**config.mk**
```make
export PLATFORM = sky130hd
export DESIGN_NAME = euler_fly_camera_update_flat
export DESIGN_NICKNAME = d
export VERILOG_FILES = /design/src/efcu_pkg.sv /design/src/efcu_in_if.sv /design/src/efcu_out_if.sv /design/src/efcu_smul.sv /design/src/efcu_cordic.sv /design/src/euler_fly_camera_update.sv /design/src/flat_wrapper.sv
export SDC_FILE = /design/constraint.sdc
export NUM_CORES = 2
export LEC_CHECK = 0
export ABC_CLOCK_PERIOD_IN_PS = 22500
export BUFFER_PORTS_ARGS = -buffer_cell sky130_fd_sc_hd__buf_2
export CORE_ASPECT_RATIO = 1.1
export CORE_MARGIN = 2
export CORE_UTILIZATION = 35
export CTS_CLUSTER_SIZE = 10
export DETAILED_ROUTE_END_ITERATION = 8
export GPL_ROUTABILITY_DRIVEN = 0
export PLACE_DENSITY_LB_ADDON = 0.25
export SYNTH_ARGS = -nofsm -noshare
export SYNTH_HDL_FRONTEND = slang
export SYNTH_HIERARCHICAL = 1
export SYNTH_SLANG_ARGS = --single-unit
```
**constraint.sdc**
```tcl
create_clock -name clk -period 22.5 [get_ports clk]
set_input_delay 4.5 -clock clk [delete_from_list [all_inputs] [get_ports clk]]
set_output_delay 4.5 -clock clk [all_outputs]
set_load 0.1 [all_outputs]
```
**src/efcu_pkg.sv**
```systemverilog
package efcu_pkg;

    // Default parameter values
    localparam int POS_WIDTH_DEF  = 32;
    localparam int VEC_FRAC_DEF   = 14;
    localparam int TRIG_STEPS_DEF = 16;

    // Register indexes
    localparam logic [2:0] REG_MOVE_SPEED  = 3'd0;
    localparam logic [2:0] REG_LOOK_SENS   = 3'd1;
    localparam logic [2:0] REG_START_X     = 3'd2;
    localparam logic [2:0] REG_START_Y     = 3'd3;
    localparam logic [2:0] REG_START_Z     = 3'd4;
    localparam logic [2:0] REG_START_YAW   = 3'd5;
    localparam logic [2:0] REG_START_PITCH = 3'd6;

    localparam logic [23:0] MOVE_SPEED_RST = 24'd163840;
    localparam logic [15:0] LOOK_SENS_RST  = 16'd3277;

    // Modes and directions
    localparam logic [1:0] MODE_MOVE    = 2'd0;
    localparam logic [1:0] MODE_ROTATE  = 2'd1;
    localparam logic [1:0] MODE_RESTART = 2'd2;

    localparam logic [2:0] DIR_FWD   = 3'd0;
    localparam logic [2:0] DIR_BACK  = 3'd1;
    localparam logic [2:0] DIR_LEFT  = 3'd2;
    localparam logic [2:0] DIR_RIGHT = 3'd3;
    localparam logic [2:0] DIR_UP    = 3'd4;
    localparam logic [2:0] DIR_DOWN  = 3'd5;

    // Angle constants, degrees Q16.16
    localparam logic signed [25:0] DEG_90      = 26'sd5898240;
    localparam logic signed [25:0] DEG_180     = 26'sd11796480;
    localparam logic        [34:0] DEG_180_U   = 35'd11796480;
    localparam logic        [34:0] DEG_360_U   = 35'd23592960;
    localparam logic        [34:0] YAW_OFFSET  = 35'd3031695360;
    localparam logic signed [33:0] PITCH_LIM   = 34'sd5832704;

    // Q2.30 constants
    localparam logic signed [33:0] GAIN_K   = 34'sd652032874;
    localparam logic signed [33:0] Q30_ONE  = 34'sd1073741824;

    // Serial multiplier widths
    localparam int MUL_A_W = 41;
    localparam int MUL_B_W = 32;
    localparam int MUL_P_W = MUL_A_W + MUL_B_W;

    typedef struct packed {
        logic        [1:0]  mode;
        logic        [2:0]  direction;
        logic        [15:0] time_step;
        logic signed [15:0] mouse_dx;
        logic signed [15:0] mouse_dy;
    } efcu_in_t;

    typedef struct packed {
        logic signed [31:0] pos_x;
        logic signed [31:0] pos_y;
        logic signed [31:0] pos_z;
        logic signed [15:0] front_x;
        logic signed [15:0] front_y;
        logic signed [15:0] front_z;
        logic signed [15:0] right_x;
        logic signed [15:0] right_z;
        logic signed [15:0] up_x;
        logic signed [15:0] up_y;
        logic signed [15:0] up_z;
    } efcu_out_t;

    // Arctangent of 2^-i in degrees, Q16.16
    function automatic logic [21:0] atan_deg(input logic [4:0] i);
        logic [21:0] r;
        case (i)
            5'd0:    r = 22'd2949120;
            5'd1:    r = 22'd1740967;
            5'd2:    r = 22'd919879;
            5'd3:    r = 22'd466945;
            5'd4:    r = 22'd234379;
            5'd5:    r = 22'd117304;
            5'd6:    r = 22'd58666;
            5'd7:    r = 22'd29335;
            5'd8:    r = 22'd14668;
            5'd9:    r = 22'd7334;
            5'd10:   r = 22'd3667;
            5'd11:   r = 22'd1833;
            5'd12:   r = 22'd917;
            5'd13:   r = 22'd458;
            5'd14:   r = 22'd229;
            5'd15:   r = 22'd115;
            5'd16:   r = 22'd57;
            5'd17:   r = 22'd29;
            5'd18:   r = 22'd14;
            5'd19:   r = 22'd7;
            5'd20:   r = 22'd4;
            5'd21:   r = 22'd2;
            5'd22:   r = 22'd1;
            default: r = 22'd0;
        endcase
        return r;
    endfunction

endpackage

```
**src/efcu_in_if.sv**
```systemverilog
interface efcu_in_if;
    logic               valid;
    logic               ready;
    efcu_pkg::efcu_in_t data;

    modport source (output valid, output data, input ready);
    modport sink   (input valid, input data, output ready);
endinterface

```
**src/efcu_out_if.sv**
```systemverilog
interface efcu_out_if;
    logic                valid;
    logic                ready;
    efcu_pkg::efcu_out_t data;

    modport source (output valid, output data, input ready);
    modport sink   (input valid, input data, output ready);
endinterface

```
**src/efcu_smul.sv**
```systemverilog
// Bit-serial signed multiplier: one multiplier bit per cycle, LSB first.
module efcu_smul (
    input  logic                                  clk,
    input  logic                                  rst_n,
    input  logic                                  start,
    input  logic signed [efcu_pkg::MUL_A_W-1:0]   a,
    input  logic signed [efcu_pkg::MUL_B_W-1:0]   b,
    output logic                                  done,
    output logic signed [efcu_pkg::MUL_P_W-1:0]   p
);
    localparam int PW = efcu_pkg::MUL_P_W;
    localparam int BW = efcu_pkg::MUL_B_W;
    localparam int CW = $clog2(BW);

    logic signed [PW-1:0] acc_reg, acc_next;
    logic signed [PW-1:0] a_reg, a_next;
    logic signed [BW-1:0] b_reg, b_next;
    logic [CW-1:0]        cnt_reg, cnt_next;
    logic                 busy_reg, busy_next;
    logic                 done_reg, done_next;
    logic                 last;

    assign last = (cnt_reg == CW'(BW - 1));

    // Add or, on the sign bit, subtract the shifted multiplicand
    always_comb
    begin
        acc_next  = acc_reg;
        a_next    = a_reg;
        b_next    = b_reg;
        cnt_next  = cnt_reg;
        busy_next = busy_reg;
        done_next = 1'b0;
        if (start)
        begin
            acc_next  = '0;
            a_next    = PW'(a);
            b_next    = b;
            cnt_next  = '0;
            busy_next = 1'b1;
        end
        else if (busy_reg)
        begin
            if (b_reg[0])
            begin
                acc_next = last ? (acc_reg - a_reg) : (acc_reg + a_reg);
            end
            a_next   = a_reg <<< 1;
            b_next   = b_reg >>> 1;
            cnt_next = cnt_reg + 1'b1;
            if (last)
            begin
                busy_next = 1'b0;
                done_next = 1'b1;
            end
        end
    end

    always_ff @(posedge clk or negedge rst_n)
    begin
        if (!rst_n)
        begin
            busy_reg <= 1'b0;
            done_reg <= 1'b0;
            cnt_reg  <= '0;
        end
        else
        begin
            busy_reg <= busy_next;
            done_reg <= done_next;
            cnt_reg  <= cnt_next;
        end
    end

    always_ff @(posedge clk)
    begin
        acc_reg <= acc_next;
        a_reg   <= a_next;
        b_reg   <= b_next;
    end

    assign done = done_reg;
    assign p    = acc_reg;

endmodule

```
**src/efcu_cordic.sv**
```systemverilog
// Iterative rotation-mode CORDIC, one micro-rotation per cycle.
module efcu_cordic #(
    parameter int STEPS = efcu_pkg::TRIG_STEPS_DEF
) (
    input  logic               clk,
    input  logic               rst_n,
    input  logic               start,
    input  logic signed [24:0] angle,
    output logic               done,
    output logic signed [31:0] cos_out,
    output logic signed [31:0] sin_out
);
    localparam int IW = $clog2(STEPS + 1);

    logic signed [33:0] x_reg, x_next;
    logic signed [33:0] y_reg, y_next;
    logic signed [25:0] z_reg, z_next;
    logic               neg_reg, neg_next;
    logic [IW-1:0]      i_reg, i_next;
    logic               busy_reg, busy_next;
    logic               done_reg, done_next;
    logic signed [31:0] c_reg, c_next;
    logic signed [31:0] s_reg, s_next;
    logic signed [25:0] ang_w;
    logic signed [33:0] dx, dy, xn, yn, xc, yc;
    logic signed [25:0] at;
    logic               last;

    assign ang_w = 26'(angle);
    assign dx    = y_reg >>> i_reg;
    assign dy    = x_reg >>> i_reg;
    assign at    = $signed({4'd0, efcu_pkg::atan_deg(5'(i_reg))});
    assign last  = (i_reg == IW'(STEPS - 1));
    assign xn    = (z_reg >= 0) ? (x_reg - dx) : (x_reg + dx);
    assign yn    = (z_reg >= 0) ? (y_reg + dy) : (y_reg - dy);

    // Clamp the final pair to +-1.0
    always_comb
    begin
        xc = xn;
        yc = yn;
        if (xn > efcu_pkg::Q30_ONE)  xc = efcu_pkg::Q30_ONE;
        if (xn < -efcu_pkg::Q30_ONE) xc = -efcu_pkg::Q30_ONE;
        if (yn > efcu_pkg::Q30_ONE)  yc = efcu_pkg::Q30_ONE;
        if (yn < -efcu_pkg::Q30_ONE) yc = -efcu_pkg::Q30_ONE;
    end

    // Fold into +-90 degrees, then rotate
    always_comb
    begin
        x_next    = x_reg;
        y_next    = y_reg;
        z_next    = z_reg;
        neg_next  = neg_reg;
        i_next    = i_reg;
        busy_next = busy_reg;
        done_next = 1'b0;
        c_next    = c_reg;
        s_next    = s_reg;
        if (start)
        begin
            x_next    = efcu_pkg::GAIN_K;
            y_next    = '0;
            i_next    = '0;
            busy_next = 1'b1;
            if (ang_w > efcu_pkg::DEG_90)
            begin
                z_next   = ang_w - efcu_pkg::DEG_180;
                neg_next = 1'b1;
            end
            else if (ang_w < -efcu_pkg::DEG_90)
            begin
                z_next   = ang_w + efcu_pkg::DEG_180;
                neg_next = 1'b1;
            end
            else
            begin
                z_next   = ang_w;
                neg_next = 1'b0;
            end
        end
        else if (busy_reg)
        begin
            x_next = xn;
            y_next = yn;
            z_next = (z_reg >= 0) ? (z_reg - at) : (z_reg + at);
            i_next = i_reg + 1'b1;
            if (last)
            begin
                busy_next = 1'b0;
                done_next = 1'b1;
                c_next    = 32'(neg_reg ? -xc : xc);
                s_next    = 32'(neg_reg ? -yc : yc);
            end
        end
    end

    always_ff @(posedge clk or negedge rst_n)
    begin
        if (!rst_n)
        begin
            busy_reg <= 1'b0;
            done_reg <= 1'b0;
            i_reg    <= '0;
        end
        else
        begin
            busy_reg <= busy_next;
            done_reg <= done_next;
            i_reg    <= i_next;
        end
    end

    always_ff @(posedge clk)
    begin
        x_reg   <= x_next;
        y_reg   <= y_next;
        z_reg   <= z_next;
        neg_reg <= neg_next;
        c_reg   <= c_next;
        s_reg   <= s_next;
    end

    assign done    = done_reg;
    assign cos_out = c_reg;
    assign sin_out = s_reg;

endmodule

```
**src/euler_fly_camera_update.sv**
```systemverilog
// Channel    Dir   Payload                                  Transfer
// in_ch      in    mode, direction, time_step, mouse deltas valid & ready
// out_ch     out   position, front, right, up               valid & ready
// cfg        in    cfg_index, cfg_data                      cfg_we
//
// One item at a time. Products use a bit-serial multiplier. A move takes the speed
// product and one per axis; a rotate the look products, yaw wrap, CORDIC on yaw and
// pitch and the vector products; a restart the wrap, CORDIC and vector products.
// Reset gives the default pose and register values; no clearing pass.
// A finished pose sits in the output register while the next item is taken;
// the sequencer stalls at its end only while that register is still full.
module euler_fly_camera_update #(
    parameter int POS_WIDTH     = efcu_pkg::POS_WIDTH_DEF,
    parameter int VEC_FRAC_BITS = efcu_pkg::VEC_FRAC_DEF,
    parameter int TRIG_STEPS    = efcu_pkg::TRIG_STEPS_DEF
) (
    input  logic        clk,
    input  logic        rst_n,
    input  logic        cfg_we,
    input  logic [2:0]  cfg_index,
    input  logic [31:0] cfg_data,
    efcu_in_if.sink     in_ch,
    efcu_out_if.source  out_ch
);
    localparam int PW  = POS_WIDTH;
    localparam int VW  = VEC_FRAC_BITS + 2;
    localparam int SH  = 30 - VEC_FRAC_BITS;
    localparam int MSH = VEC_FRAC_BITS + 16;
    localparam int AW  = efcu_pkg::MUL_A_W;
    localparam int BW  = efcu_pkg::MUL_B_W;
    localparam int PRW = efcu_pkg::MUL_P_W;

    localparam logic signed [63:0] POS_HI = (64'sd1 <<< (PW - 1)) - 64'sd1;
    localparam logic signed [63:0] POS_LO = -POS_HI - 64'sd1;
    localparam logic signed [VW-1:0] VONE = {2'b01, {VEC_FRAC_BITS{1'b0}}};
    localparam logic signed [33:0] VLIM = 34'sd1 <<< VEC_FRAC_BITS;

    localparam logic [3:0] S_IDLE  = 4'd0;
    localparam logic [3:0] S_VEL   = 4'd1;
    localparam logic [3:0] S_MOVE  = 4'd2;
    localparam logic [3:0] S_YMUL  = 4'd3;
    localparam logic [3:0] S_WRAP  = 4'd4;
    localparam logic [3:0] S_PMUL  = 4'd5;
    localparam logic [3:0] S_CORDY = 4'd6;
    localparam logic [3:0] S_CORDP = 4'd7;
    localparam logic [3:0] S_VMUL  = 4'd8;
    localparam logic [3:0] S_DONE  = 4'd9;

    function automatic logic signed [PW-1:0] sat_pos(input logic signed [63:0] v);
        logic signed [63:0] r;
        r = v;
        if (v > POS_HI) r = POS_HI;
        if (v < POS_LO) r = POS_LO;
        return PW'(r);
    endfunction

    function automatic logic signed [VW-1:0] to_vec(input logic signed [33:0] v);
        logic signed [33:0] t;
        t = (v + (34'sd1 <<< (SH - 1))) >>> SH;
        if (t > VLIM)  t = VLIM;
        if (t < -VLIM) t = -VLIM;
        return VW'(t);
    endfunction

    function automatic logic signed [33:0] mul30(input logic signed [PRW-1:0] p);
        return 34'((p + (PRW'(1) <<< 29)) >>> 30);
    endfunction

    function automatic logic signed [23:0] clamp_pitch(input logic signed [33:0] v);
        logic signed [33:0] r;
        r = v;
        if (v > efcu_pkg::PITCH_LIM)  r = efcu_pkg::PITCH_LIM;
        if (v < -efcu_pkg::PITCH_LIM) r = -efcu_pkg::PITCH_LIM;
        return 24'(r);
    endfunction

    // Configuration registers
    logic [23:0]        speed_reg;
    logic [15:0]        sens_reg;
    logic [31:0]        sx_reg, sy0_reg, sz_reg;
    logic [24:0]        syaw_reg;
    logic [23:0]        spitch_reg;

    // Pose state
    logic signed [PW-1:0] pos_reg [3];
    logic signed [PW-1:0] pos_next [3];
    logic signed [24:0]   yaw_reg, yaw_next;
    logic signed [23:0]   pitch_reg, pitch_next;
    logic signed [VW-1:0] front_reg [3];
    logic signed [VW-1:0] front_next [3];
    logic signed [VW-1:0] right_reg [2];
    logic signed [VW-1:0] right_next [2];
    logic signed [VW-1:0] up_reg [3];
    logic signed [VW-1:0] up_next [3];

    // Working registers
    logic [3:0]         state_reg, state_next;
    logic [3:0]         idx_reg, idx_next;
    logic [1:0]         mode_reg, mode_next;
    logic [2:0]         dir_reg, dir_next;
    logic [15:0]        ts_reg, ts_next;
    logic signed [15:0] mdx_reg, mdx_next;
    logic signed [15:0] mdy_reg, mdy_next;
    logic [39:0]        vel_reg, vel_next;
    logic [34:0]        wrap_reg, wrap_next;
    logic signed [31:0] cy_reg, cy_next, sy_reg, sy_next;
    logic signed [31:0] cp_reg, cp_next, sp_reg, sp_next;
    logic               mul_go_reg, mul_go_next;
    logic               cord_go_reg, cord_go_next;
    logic               out_valid_reg, out_valid_next;
    efcu_pkg::efcu_out_t out_reg, out_next;

    // Shared units
    logic signed [AW-1:0]  mul_a;
    logic signed [BW-1:0]  mul_b;
    logic signed [PRW-1:0] mul_p;
    logic                  mul_done;
    logic signed [24:0]    cord_ang;
    logic                  cord_done;
    logic signed [31:0]    cord_cos, cord_sin;

    logic                  in_xfer;
    logic signed [VW-1:0]  vsel;
    logic                  vneg;
    logic signed [63:0]    dstep;
    logic [34:0]           wsub, wafter;
    logic signed [33:0]    m30;

    assign in_xfer = in_ch.valid && in_ch.ready;

    efcu_smul u_mul (
        .clk   (clk),
        .rst_n (rst_n),
        .start (mul_go_reg),
        .a     (mul_a),
        .b     (mul_b),
        .done  (mul_done),
        .p     (mul_p)
    );

    efcu_cordic #(.STEPS(TRIG_STEPS)) u_cordic (
        .clk     (clk),
        .rst_n   (rst_n),
        .start   (cord_go_reg),
        .angle   (cord_ang),
        .done    (cord_done),
        .cos_out (cord_cos),
        .sin_out (cord_sin)
    );

    assign cord_ang = (state_reg == S_CORDY) ? yaw_reg : 25'(pitch_reg);

    // Pick the move axis component
    always_comb
    begin
        vsel = '0;
        if (dir_reg inside {efcu_pkg::DIR_FWD, efcu_pkg::DIR_BACK})
        begin
            case (idx_reg[1:0])
                2'd0:    vsel = front_reg[0];
                2'd1:    vsel = front_reg[1];
                2'd2:    vsel = front_reg[2];
                default: vsel = '0;
            endcase
        end
        else if (dir_reg inside {efcu_pkg::DIR_LEFT, efcu_pkg::DIR_RIGHT})
        begin
            case (idx_reg[1:0])
                2'd0:    vsel = right_reg[0];
                2'd2:    vsel = right_reg[1];
                default: vsel = '0;
            endcase
        end
        else
        begin
            vsel = (idx_reg[1:0] == 2'd1) ? VONE : '0;
        end
    end

    assign vneg = dir_reg inside {efcu_pkg::DIR_BACK, efcu_pkg::DIR_LEFT, efcu_pkg::DIR_DOWN};

    // Multiplier operands per step
    always_comb
    begin
        mul_a = '0;
        mul_b = '0;
        case (state_reg)
            S_VEL:
            begin
                mul_a = AW'(speed_reg);
                mul_b = BW'(ts_reg);
            end
            S_MOVE:
            begin
                mul_a = AW'(vel_reg);
                mul_b = BW'(vsel);
            end
            S_YMUL:
            begin
                mul_a = AW'(sens_reg);
                mul_b = BW'(mdx_reg);
            end
            S_PMUL:
            begin
                mul_a = AW'(sens_reg);
                mul_b = BW'(mdy_reg);
            end
            S_VMUL:
            begin
                mul_a = idx_reg[0] ? AW'(sy_reg) : AW'(cy_reg);
                mul_b = idx_reg[1] ? sp_reg : cp_reg;
            end
            default:
            begin
                mul_a = '0;
                mul_b = '0;
            end
        endcase
    end

    assign dstep = 64'((mul_p + (PRW'(1) <<< (MSH - 1))) >>> MSH);
    assign wsub  = efcu_pkg::DEG_360_U << idx_reg;
    assign wafter = (wrap_reg >= wsub) ? (wrap_reg - wsub) : wrap_reg;
    assign m30   = mul30(mul_p);

    // Sequencer
    always_comb
    begin
        state_next   = state_reg;
        idx_next     = idx_reg;
        mode_next    = mode_reg;
        dir_next     = dir_reg;
        ts_next      = ts_reg;
        mdx_next     = mdx_reg;
        mdy_next     = mdy_reg;
        vel_next     = vel_reg;
        wrap_next    = wrap_reg;
        cy_next      = cy_reg;
        sy_next      = sy_reg;
        cp_next      = cp_reg;
        sp_next      = sp_reg;
        yaw_next     = yaw_reg;
        pitch_next   = pitch_reg;
        pos_next     = pos_reg;
        front_next   = front_reg;
        right_next   = right_reg;
        up_next      = up_reg;
        mul_go_next  = 1'b0;
        cord_go_next = 1'b0;
        out_next     = out_reg;
        out_valid_next = out_valid_reg && !out_ch.ready;

        case (state_reg)
            S_IDLE:
            begin
                if (in_xfer)
                begin
                    mode_next = in_ch.data.mode;
                    dir_next  = in_ch.data.direction;
                    ts_next   = in_ch.data.time_step;
                    mdx_next  = in_ch.data.mouse_dx;
                    mdy_next  = in_ch.data.mouse_dy;
                    case (in_ch.data.mode)
                        efcu_pkg::MODE_MOVE:
                        begin
                            if (in_ch.data.direction inside {[3'd6:3'd7]})
                            begin
                                state_next = S_DONE;
                            end
                            else
                            begin
                                state_next  = S_VEL;
                                mul_go_next = 1'b1;
                            end
                        end
                        efcu_pkg::MODE_ROTATE:
                        begin
                            state_next  = S_YMUL;
                            mul_go_next = 1'b1;
                        end
                        efcu_pkg::MODE_RESTART:
                        begin
                            pos_next[0] = sat_pos(64'($signed(sx_reg)));
                            pos_next[1] = sat_pos(64'($signed(sy0_reg)));
                            pos_next[2] = sat_pos(64'($signed(sz_reg)));
                            wrap_next   = 35'($signed(syaw_reg)) + efcu_pkg::YAW_OFFSET;
                            pitch_next  = clamp_pitch(34'($signed(spitch_reg)));
                            idx_next    = 4'd8;
                            state_next  = S_WRAP;
                        end
                        default:
                        begin
                            state_next = S_DONE;
                        end
                    endcase
                end
            end
            S_VEL:
            begin
                if (mul_done)
                begin
                    vel_next    = mul_p[39:0];
                    idx_next    = '0;
                    state_next  = S_MOVE;
                    mul_go_next = 1'b1;
                end
            end
            S_MOVE:
            begin
                // Round, orient and add one axis with saturation
                if (mul_done)
                begin
                    for (int k = 0; k < 3; k++)
                    begin
                        if (idx_reg[1:0] == 2'(k))
                        begin
                            pos_next[k] = sat_pos(64'(pos_reg[k]) + (vneg ? -dstep : dstep));
                        end
                    end
                    if (idx_reg == 4'd2)
                    begin
                        state_next = S_DONE;
                    end
                    else
                    begin
                        idx_next    = idx_reg + 1'b1;
                        mul_go_next = 1'b1;
                    end
                end
            end
            S_YMUL:
            begin
                if (mul_done)
                begin
                    wrap_next  = 35'(34'(yaw_reg) + 34'(mul_p)) + efcu_pkg::YAW_OFFSET;
                    idx_next   = 4'd8;
                    state_next = S_WRAP;
                end
            end
            S_WRAP:
            begin
                // Restoring reduction by 360 degrees, one multiple per cycle
                wrap_next = wafter;
                if (idx_reg == 4'd0)
                begin
                    yaw_next = 25'(wafter - efcu_pkg::DEG_180_U);
                    if (mode_reg == efcu_pkg::MODE_ROTATE)
                    begin
                        state_next  = S_PMUL;
                        mul_go_next = 1'b1;
                    end
                    else
                    begin
                        state_next   = S_CORDY;
                        cord_go_next = 1'b1;
                    end
                end
                else
                begin
                    idx_next = idx_reg - 1'b1;
                end
            end
            S_PMUL:
            begin
                if (mul_done)
                begin
                    pitch_next   = clamp_pitch(34'(pitch_reg) + 34'(mul_p));
                    state_next   = S_CORDY;
                    cord_go_next = 1'b1;
                end
            end
            S_CORDY:
            begin
                if (cord_done)
                begin
                    cy_next      = cord_cos;
                    sy_next      = cord_sin;
                    state_next   = S_CORDP;
                    cord_go_next = 1'b1;
                end
            end
            S_CORDP:
            begin
                if (cord_done)
                begin
                    cp_next       = cord_cos;
                    sp_next       = cord_sin;
                    front_next[1] = to_vec(34'(cord_sin));
                    right_next[0] = to_vec(-34'(sy_reg));
                    right_next[1] = to_vec(34'(cy_reg));
                    up_next[1]    = to_vec(34'(cord_cos));
                    idx_next      = '0;
                    state_next    = S_VMUL;
                    mul_go_next   = 1'b1;
                end
            end
            S_VMUL:
            begin
                // Products: cy*cp, sy*cp, cy*sp, sy*sp
                if (mul_done)
                begin
                    case (idx_reg[1:0])
                        2'd0:    front_next[0] = to_vec(m30);
                        2'd1:    front_next[2] = to_vec(m30);
                        2'd2:    up_next[0]    = to_vec(-m30);
                        default: up_next[2]    = to_vec(-m30);
                    endcase
                    if (idx_reg == 4'd3)
                    begin
                        state_next = S_DONE;
                    end
                    else
                    begin
                        idx_next    = idx_reg + 1'b1;
                        mul_go_next = 1'b1;
                    end
                end
            end
            S_DONE:
            begin
                // Hand the pose to the output register once it is free
                if (!out_valid_reg || out_ch.ready)
                begin
                    out_next.pos_x   = 32'(pos_reg[0]);
                    out_next.pos_y   = 32'(pos_reg[1]);
                    out_next.pos_z   = 32'(pos_reg[2]);
                    out_next.front_x = 16'(front_reg[0]);
                    out_next.front_y = 16'(front_reg[1]);
                    out_next.front_z = 16'(front_reg[2]);
                    out_next.right_x = 16'(right_reg[0]);
                    out_next.right_z = 16'(right_reg[1]);
                    out_next.up_x    = 16'(up_reg[0]);
                    out_next.up_y    = 16'(up_reg[1]);
                    out_next.up_z    = 16'(up_reg[2]);
                    out_valid_next   = 1'b1;
                    state_next       = S_IDLE;
                end
            end
            default:
            begin
                state_next = S_IDLE;
            end
        endcase
    end

    // Control and pose state
    always_ff @(posedge clk or negedge rst_n)
    begin
        if (!rst_n)
        begin
            state_reg     <= S_IDLE;
            idx_reg       <= '0;
            mul_go_reg    <= 1'b0;
            cord_go_reg   <= 1'b0;
            out_valid_reg <= 1'b0;
            yaw_reg       <= '0;
            pitch_reg     <= '0;
            for (int k = 0; k < 3; k++)
            begin
                pos_reg[k] <= '0;
            end
            front_reg[0] <= VONE;
            front_reg[1] <= '0;
            front_reg[2] <= '0;
            right_reg[0] <= '0;
            right_reg[1] <= VONE;
            up_reg[0]    <= '0;
            up_reg[1]    <= VONE;
            up_reg[2]    <= '0;
        end
        else
        begin
            state_reg     <= state_next;
            idx_reg       <= idx_next;
            mul_go_reg    <= mul_go_next;
            cord_go_reg   <= cord_go_next;
            out_valid_reg <= out_valid_next;
            yaw_reg       <= yaw_next;
            pitch_reg     <= pitch_next;
            pos_reg       <= pos_next;
            front_reg     <= front_next;
            right_reg     <= right_next;
            up_reg        <= up_next;
        end
    end

    // Payload registers
    always_ff @(posedge clk)
    begin
        mode_reg <= mode_next;
        dir_reg  <= dir_next;
        ts_reg   <= ts_next;
        mdx_reg  <= mdx_next;
        mdy_reg  <= mdy_next;
        vel_reg  <= vel_next;
        wrap_reg <= wrap_next;
        cy_reg   <= cy_next;
        sy_reg   <= sy_next;
        cp_reg   <= cp_next;
        sp_reg   <= sp_next;
        out_reg  <= out_next;
    end

    // Register writes
    always_ff @(posedge clk or negedge rst_n)
    begin
        if (!rst_n)
        begin
            speed_reg  <= efcu_pkg::MOVE_SPEED_RST;
            sens_reg   <= efcu_pkg::LOOK_SENS_RST;
            sx_reg     <= '0;
            sy0_reg    <= '0;
            sz_reg     <= '0;
            syaw_reg   <= '0;
            spitch_reg <= '0;
        end
        else if (cfg_we)
        begin
            case (cfg_index)
                efcu_pkg::REG_MOVE_SPEED:  speed_reg  <= cfg_data[23:0];
                efcu_pkg::REG_LOOK_SENS:   sens_reg   <= cfg_data[15:0];
                efcu_pkg::REG_START_X:     sx_reg     <= cfg_data;
                efcu_pkg::REG_START_Y:     sy0_reg    <= cfg_data;
                efcu_pkg::REG_START_Z:     sz_reg     <= cfg_data;
                efcu_pkg::REG_START_YAW:   syaw_reg   <= cfg_data[24:0];
                efcu_pkg::REG_START_PITCH: spitch_reg <= cfg_data[23:0];
                default:                   speed_reg  <= speed_reg;
            endcase
        end
    end

    assign in_ch.ready  = (state_reg == S_IDLE);
    assign out_ch.valid = out_valid_reg;
    assign out_ch.data  = out_reg;

    // Yaw stays wrapped between items
    a_yaw_range: assert property (@(posedge clk) disable iff (!rst_n)
        (state_reg == S_IDLE) |->
            (26'(yaw_reg) >= -efcu_pkg::DEG_180 && 26'(yaw_reg) < efcu_pkg::DEG_180))
        else $error("yaw out of range");

    // Pitch never leaves the clamp
    a_pitch_range: assert property (@(posedge clk) disable iff (!rst_n)
        (34'(pitch_reg) <= efcu_pkg::PITCH_LIM && 34'(pitch_reg) >= -efcu_pkg::PITCH_LIM))
        else $error("pitch out of range");

    // A multiply starts only in a step that consumes it
    a_mul_go: assert property (@(posedge clk) disable iff (!rst_n)
        mul_go_reg |-> (state_reg == S_VEL || state_reg == S_MOVE || state_reg == S_YMUL
                        || state_reg == S_PMUL || state_reg == S_VMUL))
        else $error("multiply started in wrong step");

    // One item at a time: a transfer closes the input
    a_one_item: assert property (@(posedge clk) disable iff (!rst_n)
        in_xfer |=> !in_ch.ready)
        else $error("input accepted while busy");

endmodule
```
**src/flat_wrapper.sv**
```systemverilog
// flat-port wrapper written by rule: the top's interface ports become plain ports
module euler_fly_camera_update_flat 
#(
    parameter int POS_WIDTH     = efcu_pkg::POS_WIDTH_DEF,
    parameter int VEC_FRAC_BITS = efcu_pkg::VEC_FRAC_DEF,
    parameter int TRIG_STEPS    = efcu_pkg::TRIG_STEPS_DEF
)
  (clk, rst_n, cfg_we, cfg_index, cfg_data, in_ch_valid, in_ch_data, in_ch_ready, out_ch_valid, out_ch_data, out_ch_ready);
  efcu_in_if in_ch_i ();
  efcu_out_if out_ch_i ();
  input  logic clk;
  input  logic rst_n;
  input  logic cfg_we;
  input  logic [2:0] cfg_index;
  input  logic [31:0] cfg_data;
  input wire logic [$bits(in_ch_i.valid)-1:0] in_ch_valid;
  input wire logic [$bits(in_ch_i.data)-1:0] in_ch_data;
  output wire logic [$bits(in_ch_i.ready)-1:0] in_ch_ready;
  output wire logic [$bits(out_ch_i.valid)-1:0] out_ch_valid;
  output wire logic [$bits(out_ch_i.data)-1:0] out_ch_data;
  input wire logic [$bits(out_ch_i.ready)-1:0] out_ch_ready;
  assign in_ch_i.valid = in_ch_valid;
  assign in_ch_i.data = in_ch_data;
  assign in_ch_ready = in_ch_i.ready;
  assign out_ch_valid = out_ch_i.valid;
  assign out_ch_data = out_ch_i.data;
  assign out_ch_i.ready = out_ch_ready;
  euler_fly_camera_update #(.POS_WIDTH(POS_WIDTH), .VEC_FRAC_BITS(VEC_FRAC_BITS), .TRIG_STEPS(TRIG_STEPS)) u_core (.clk(clk), .rst_n(rst_n), .cfg_we(cfg_we), .cfg_index(cfg_index), .cfg_data(cfg_data), .in_ch(in_ch_i), .out_ch(out_ch_i));
endmodule
```
# Word-level counts from Yosys, hierarchy flattened

Memories as Yosys holds them, arrays and structs flattened.
Cells that the tools add are included.

Bits in registers: 1300
ROM bits: 704
Input port bits: 93
Output and inout bits: 226
Logic and storage cells: 396
Memories kept: 1

$add $sub $neg: 35
Magnitude comparators: 40
Equality and inequality tests: 47
Shifts and indexed selects: 3
Muxes and demuxes: 156
Bitwise gates (word level): 2
Reductions and logical operators: 49

Memories:

| memory           | depth | bits a word | rd ports | clocked after Yosys merged registers in | write ports | RTL line       | RTL |
|---|---|---|---|---|---|---|---|
| (name not given) | 32    | 22          | 1        | 0                                       | 0           | efcu_pkg.sv:74 | `case (i)` |

Operators with widths:

| operator                                                         | count |
|---|---|
| two-way mux 34 bit                                               | 28 |
| two-way mux 32 bit                                               | 23 |
| two-way mux 96 bit                                               | 3 |
| < comparator 34 x 15 -> 1 bit (second input constant)            | 8 |
| two-way mux 73 bit                                               | 3 |
| adder 32 x 64 -> 64 bit                                          | 3 |
| greater-than comparator 64 x 32 -> 1 bit (second input constant) | 3 |
| < comparator 64 x 32 -> 1 bit (second input constant)            | 3 |
| one-hot mux 96 bit (2 select lines)                              | 1 |
| two-way mux 24 bit                                               | 7 |
| one-hot mux 41 bit (4 select lines)                              | 1 |
| two-way mux 16 bit                                               | 10 |
| one-hot mux 32 bit (5 select lines)                              | 1 |
| two-way mux 35 bit                                               | 4 |
| two-way mux 26 bit                                               | 5 |
| one-hot mux 35 bit (3 select lines)                              | 1 |
| adder 34 x 17 -> 34 bit (second input constant)                  | 3 |
| adder 32 x 17 -> 33 bit (second input constant)                  | 3 |
| greater-than comparator 32 bit (second input constant)           | 3 |
| < comparator 32 bit (second input constant)                      | 3 |
| two-way mux 4 bit                                                | 23 |
| adder 73 x 31 -> 73 bit (second input constant)                  | 1 |
| adder 73 bit                                                     | 1 |
| subtractor 73 bit                                                | 1 |
| other kinds (83)                                                 | 190 |

# Longest topological paths before layout

Word-level depth: 10
Gate-level depth with buffers: 40
Gate-level depth less buffers: 33

# By module

The synthesis kept the hierarchy.

By module, submodules not included:

| module                  | times used | cells each | area an instance (um2) | sequential area each (um2) |
|---|---|---|---|---|
| euler_fly_camera_update | 1          | 6246       | 60535.6                | 26165.1 |
| efcu_cordic             | 1          | 2358       | 19751.4                | 4269.1 |
| efcu_smul               | 1          | 1513       | 13212.7                | 4789.6 |

# Worst setup path after synthesis

OpenSTA, ideal clock, no wires.

Path kind: input -> register
Start: input out_ch_ready
End: register u_core.out_reg (netlist bit u_core/out_ch.data[0]), enable pin
Setup time: 1.083 ns
Data arrival time: 19.619 ns
Data required time: 21.417 ns
Setup slack: 1.799 ns
Stages on the path: 2
Buffers on the path: 0
Cells stage by stage: nor2b_1 > nor3_1

Word-level cells in the longest chain between the ends: 2

RTL lines:

| item                                 | RTL line                       | RTL |
|---|---|---|
| start: declaration                   | flat_wrapper.sv:21             | `input wire logic [$bits(out_ch_i.ready)-1:0] out_ch_ready;` |
| logical OR 1 bit                     | euler_fly_camera_update.sv:422 | `if (!out_valid_reg \|\| out_ch.ready)` |
| AND reduction 2 bit (no source line) | n/a                            |  |
| end signal: assignment               | euler_fly_camera_update.sv:501 | `out_reg <= out_next;` |
| end: declaration                     | euler_fly_camera_update.sv:111 | `efcu_pkg::efcu_out_t out_reg, out_next;` |

No other way between the ends.
A chain may end at the register's enable or synchronous reset.

# Final worst setup path

Start: register u_core.u_cordic.i_reg[1]
End: register u_core.u_cordic.s_reg[28] (netlist: u_core/u_cordic/sin_out[28]), data pin

Word-level cells in the longest chain between the ends: 8
Elaborated cells on any way between the ends: 10
Classes of those cells: add/sub: 3; order compare: 2; shift: 1; mux: 4

RTL lines:

| item                                              | RTL line           | RTL |
|---|---|---|
| start: declaration                                | efcu_cordic.sv:19  | `logic [IW-1:0] i_reg, i_next;` |
| start signal: assignment                          | efcu_cordic.sv:110 | `i_reg <= i_next;` |
| >>> shifter 34 x 5 -> 34 bit (*)                  | efcu_cordic.sv:31  | `assign dy = x_reg >>> i_reg;` |
| subtractor 34 bit or adder 34 bit (tied branches) | efcu_cordic.sv:35  | `assign yn = (z_reg >= 0) ? (y_reg + dy) : (y_reg - dy);` |
| two-way mux 34 bit (*)                            | efcu_cordic.sv:35  |  |
| greater-than comparator 34 x 32 -> 1 bit          | efcu_cordic.sv:44  | `if (yn > efcu_pkg::Q30_ONE) yc = efcu_pkg::Q30_ONE;` |
| two-way mux 32 bit                                | efcu_cordic.sv:44  |  |
| two-way mux 32 bit (*)                            | efcu_cordic.sv:45  | `if (yn < -efcu_pkg::Q30_ONE) yc = -efcu_pkg::Q30_ONE;` |
| negation 32 bit                                   | efcu_cordic.sv:93  | `s_next = 32'(neg_reg ? -yc : yc);` |
| two-way mux 32 bit (*)                            | efcu_cordic.sv:93  |  |
| end signal: assignment                            | efcu_cordic.sv:121 | `s_reg <= s_next;` |
| end: declaration                                  | efcu_cordic.sv:23  | `logic signed [31:0] s_reg, s_next;` |

Mark *: on every way between the ends. The rest lies on a longest branch, timed or not.

==> out/qor.txt <==
Initial core utilization = 0.351
R2R cell count = 33
Post-CTS Setup Repair Bufs = 0
Synthesis Warnings = 6
Remaining Overflow, GRT = 0
Most common cell in the netlist = nand2_1
Critical Path RT = 23.16 ns
CTS tree = built
Std cell rows = 199
PostCTS Resize Cnt = 0
Drt wl/cell = 25.0 um
Synth Area per Inst = 9.24 sq um
Hold_buf cts = 0
Worst Min Path Start = u_core/pos_reg[0]
Outcome = finished, final reports clean
Clock root cell = clkbuf_16
First-pass GRT wire length = 513000 um
Clock buffer depth = 3
Non-Filler Instances = 13.9k
Via Count = 82.7k
Post-synth ARST share = 0.372
Commonest cells in the netlist = nand2_1 (1014), nor2_1 (803), a21oi_1 (763), o21ai_0 (685), edfxtp_1 (676)
Hpwl dp = 261000 um
Total Wirelength = 347000 um
R2R Path Start = u_core/u_cordic/i_reg[1]
Global Route Usage Sum = 0.245
Final Instance Area = 104000 sq um
Worst hold stages = 0
Unique masters post-synth = 137
Post-synth top area cell = edfxtp_1
Yosys top cell area share = 0.217
F_max = 90.8 MHz
Pleak = 41.0 nW
Arrival @ worst endpoint = 11.67 ns
Post-DRT Antenna Nets = 0
Pins Over Slew Limit = 0
Initial antenna violation count = 40
Initial DRC Count = 8359
H-Tree Level Count = 4
DRC Markers = 0
Main synth FF type = edfxtp_1
Hold_ws = 0.438 ns
Actual slew at the worst max-slew pin = 1.40 ns
Highest-delay cell along the critical path = clkinv_1
Placed Instances = 13.6k
Slew HR = 0.0571
Top cells by area, synth = edfxtp_1 (22%), dfrtp_1 (13%), ha_1 (6.9%)
Clock-pin slew of the registers on the worst-case setup and hold paths = 0.06 ns
Vias per inst = 5.97
Tot Pwr = 5.42 mW
Net Count, Synth = 10.7k
Sink Count = 1300
EDFF count, synth = 676
Max FO, Critical Path = 73
# nets final = 10.8k
Hold EP = u_core/out_ch.data[128]
Crit path time final = 11.01 ns
Final Setup Violations = 0
Post-Place Cell Area = 98600 sq um
Hold Vio Cnt, Final = 0
Setup_tns = 0 ns
Clk Latency, worst-skew pair = 0.84 ns
Netlist Area Pre-Place = 93500 sq um
Setup slack at placement = 11.78 ns
Die footprint = 271000 sq um
Fin crit share = 0.490
Core Util, Final = 0.390
Buffers on Ports = 318
Skew final = 0.0668 ns
Num CTS Buffers = 161
Area growth syn-to-layout = 11.0%
Unrepaired setup endpoints after global routing = no
Chip height = 546 um
Peak VDD IR = 73.5 uV
I/O pins = 319
Gate Count Post-Synth = 10.1k
Setup ws final = 11.49 ns
Slowest Stage Delay on Critical Path = 0.89 ns
Largest net degree at the start of global routing = 134
PwrDens = 52.2 nW/um^2
Core area = 266000 sq um
Post-synthesis sequential area ratio = 0.377
Maxcap violations = 0
DR pass1 iterations = 6
Yosys reg bits = 1300
Vias in the first global route = 79.3k
R2R Setup Slk = 11.49 ns
Hold Crit Class = reg -> reg
CP Capture Type = flip-flop
Reg2reg end = u_core/u_cordic/sin_out[28]
Max reg flops = 224
Layout cells sized above 1 = 0.124
Crit path launch type = flip-flop
WS Path Type = reg -> reg
Die W = 497 um
==> report_power, final <==
part           internal, mW  switching (mW)  total [mW]
Combinational         0.106           0.130       0.236
Sequential             2.57          0.0574        2.63
Clock                  1.45            1.10        2.55
Total                  4.13            1.29        5.42
==> layout by cell type (no fill, tap or decap), types with 53 or more instances in the layout <==
cell type and instances:
a211oi_1 96, clkbuf_16 162, nand4_1 145, buf_2 317
nor4_1 87, nand3_1 183, or3_1 81, and2_1 60
nand2b_1 108, nand2_1 1013, buf_4 141, a21o_1 230
o21bai_1 74, dfrtp_1 461, xnor2_1 431, nor2b_1 102
nor3_1 202, mux2i_1 213, edfxtp_1 676, dfxtp_1 141
inv_1 284, xor2_1 279, a31oi_1 98, o22ai_1 84
and3_1 140, o21ai_1 53, ha_1 509, o211ai_1 59
a21oi_1 760, o21a_1 77, mux4_2 70, o21ai_0 685
o31ai_1 83, mux2_2 315, nor2_1 796, a22oi_1 113
clkbuf_1 86
==> worst max-delay path by stage <==
stage / startpoint / to / slack [ns] / cells after the start
floorplan: out_ch_ready / u_core/out_ch.data[0] / 1.80 / 2
global placement: u_core/u_cordic/i_reg[1] / u_core/u_cordic/sin_out[28] / 12.06 / 33
detailed placement: u_core/u_cordic/i_reg[1] / u_core/u_cordic/sin_out[28] / 11.78 / 33
CTS: u_core/u_cordic/i_reg[1] / u_core/u_cordic/sin_out[28] / 11.71 / 33
global route: u_core/u_cordic/i_reg[1] / u_core/u_cordic/sin_out[30] / 11.09 / 33
finish: u_core/u_cordic/i_reg[1] / u_core/u_cordic/sin_out[28] / 11.49 / 33
==> layout make-up <==
cell class,count,area [sq um]
Multi-Input combinational cell,7990,55200
Clock inverter,33,552
Tap cell,3517,4400
Antenna cell,12,30.0
Sequential cell,1300,35200
Inverter,290,1090
Timing Repair Buffer,460,2680
Fill cell,26577,163000
Clock buffer,265,4610
==> layer usage <==
| layer | wire (um) | GRT usage | vias to the layer above |
|---|---|---|---|
| li1 | - | - | 37916 |
| met1 | 142000 | 0.310 | 40618 |
| met2 | 163000 | 0.408 | 3465 |
| met3 | 22000 | 0.0335 | 737 |
| met4 | 20300 | 0.127 | 2 |
| met5 | 11 | 0 | - |
==> worst max-delay path, delay by kind of cell, from the launching register on <==
| family | cells | cell delay, ns |
|---|---|---|
| AND/OR/NAND/NOR | 19 | 5.49 |
| buffers and inverters | 3 | 2.00 |
| multiplexers | 3 | 1.20 |
| AO/OA/AOI/OAI | 5 | 0.96 |
| adder cells (fa/ha/maj) | 2 | 0.61 |
| flip-flops | 1 | 0.33 |
| XOR/XNOR | 1 | 0.15 |
==> cell families after synthesis <==
logic type,share of synthesized area
adders and majority gates,0.0707
and+or+nand+nor,0.171
DFF,0.377
muxes,0.0779
xor gates and xnor gates,0.0682
buffers and inverters,0.0355
AOI/OAI and AO/OA,0.200
(Power assumes the default switching activity.)
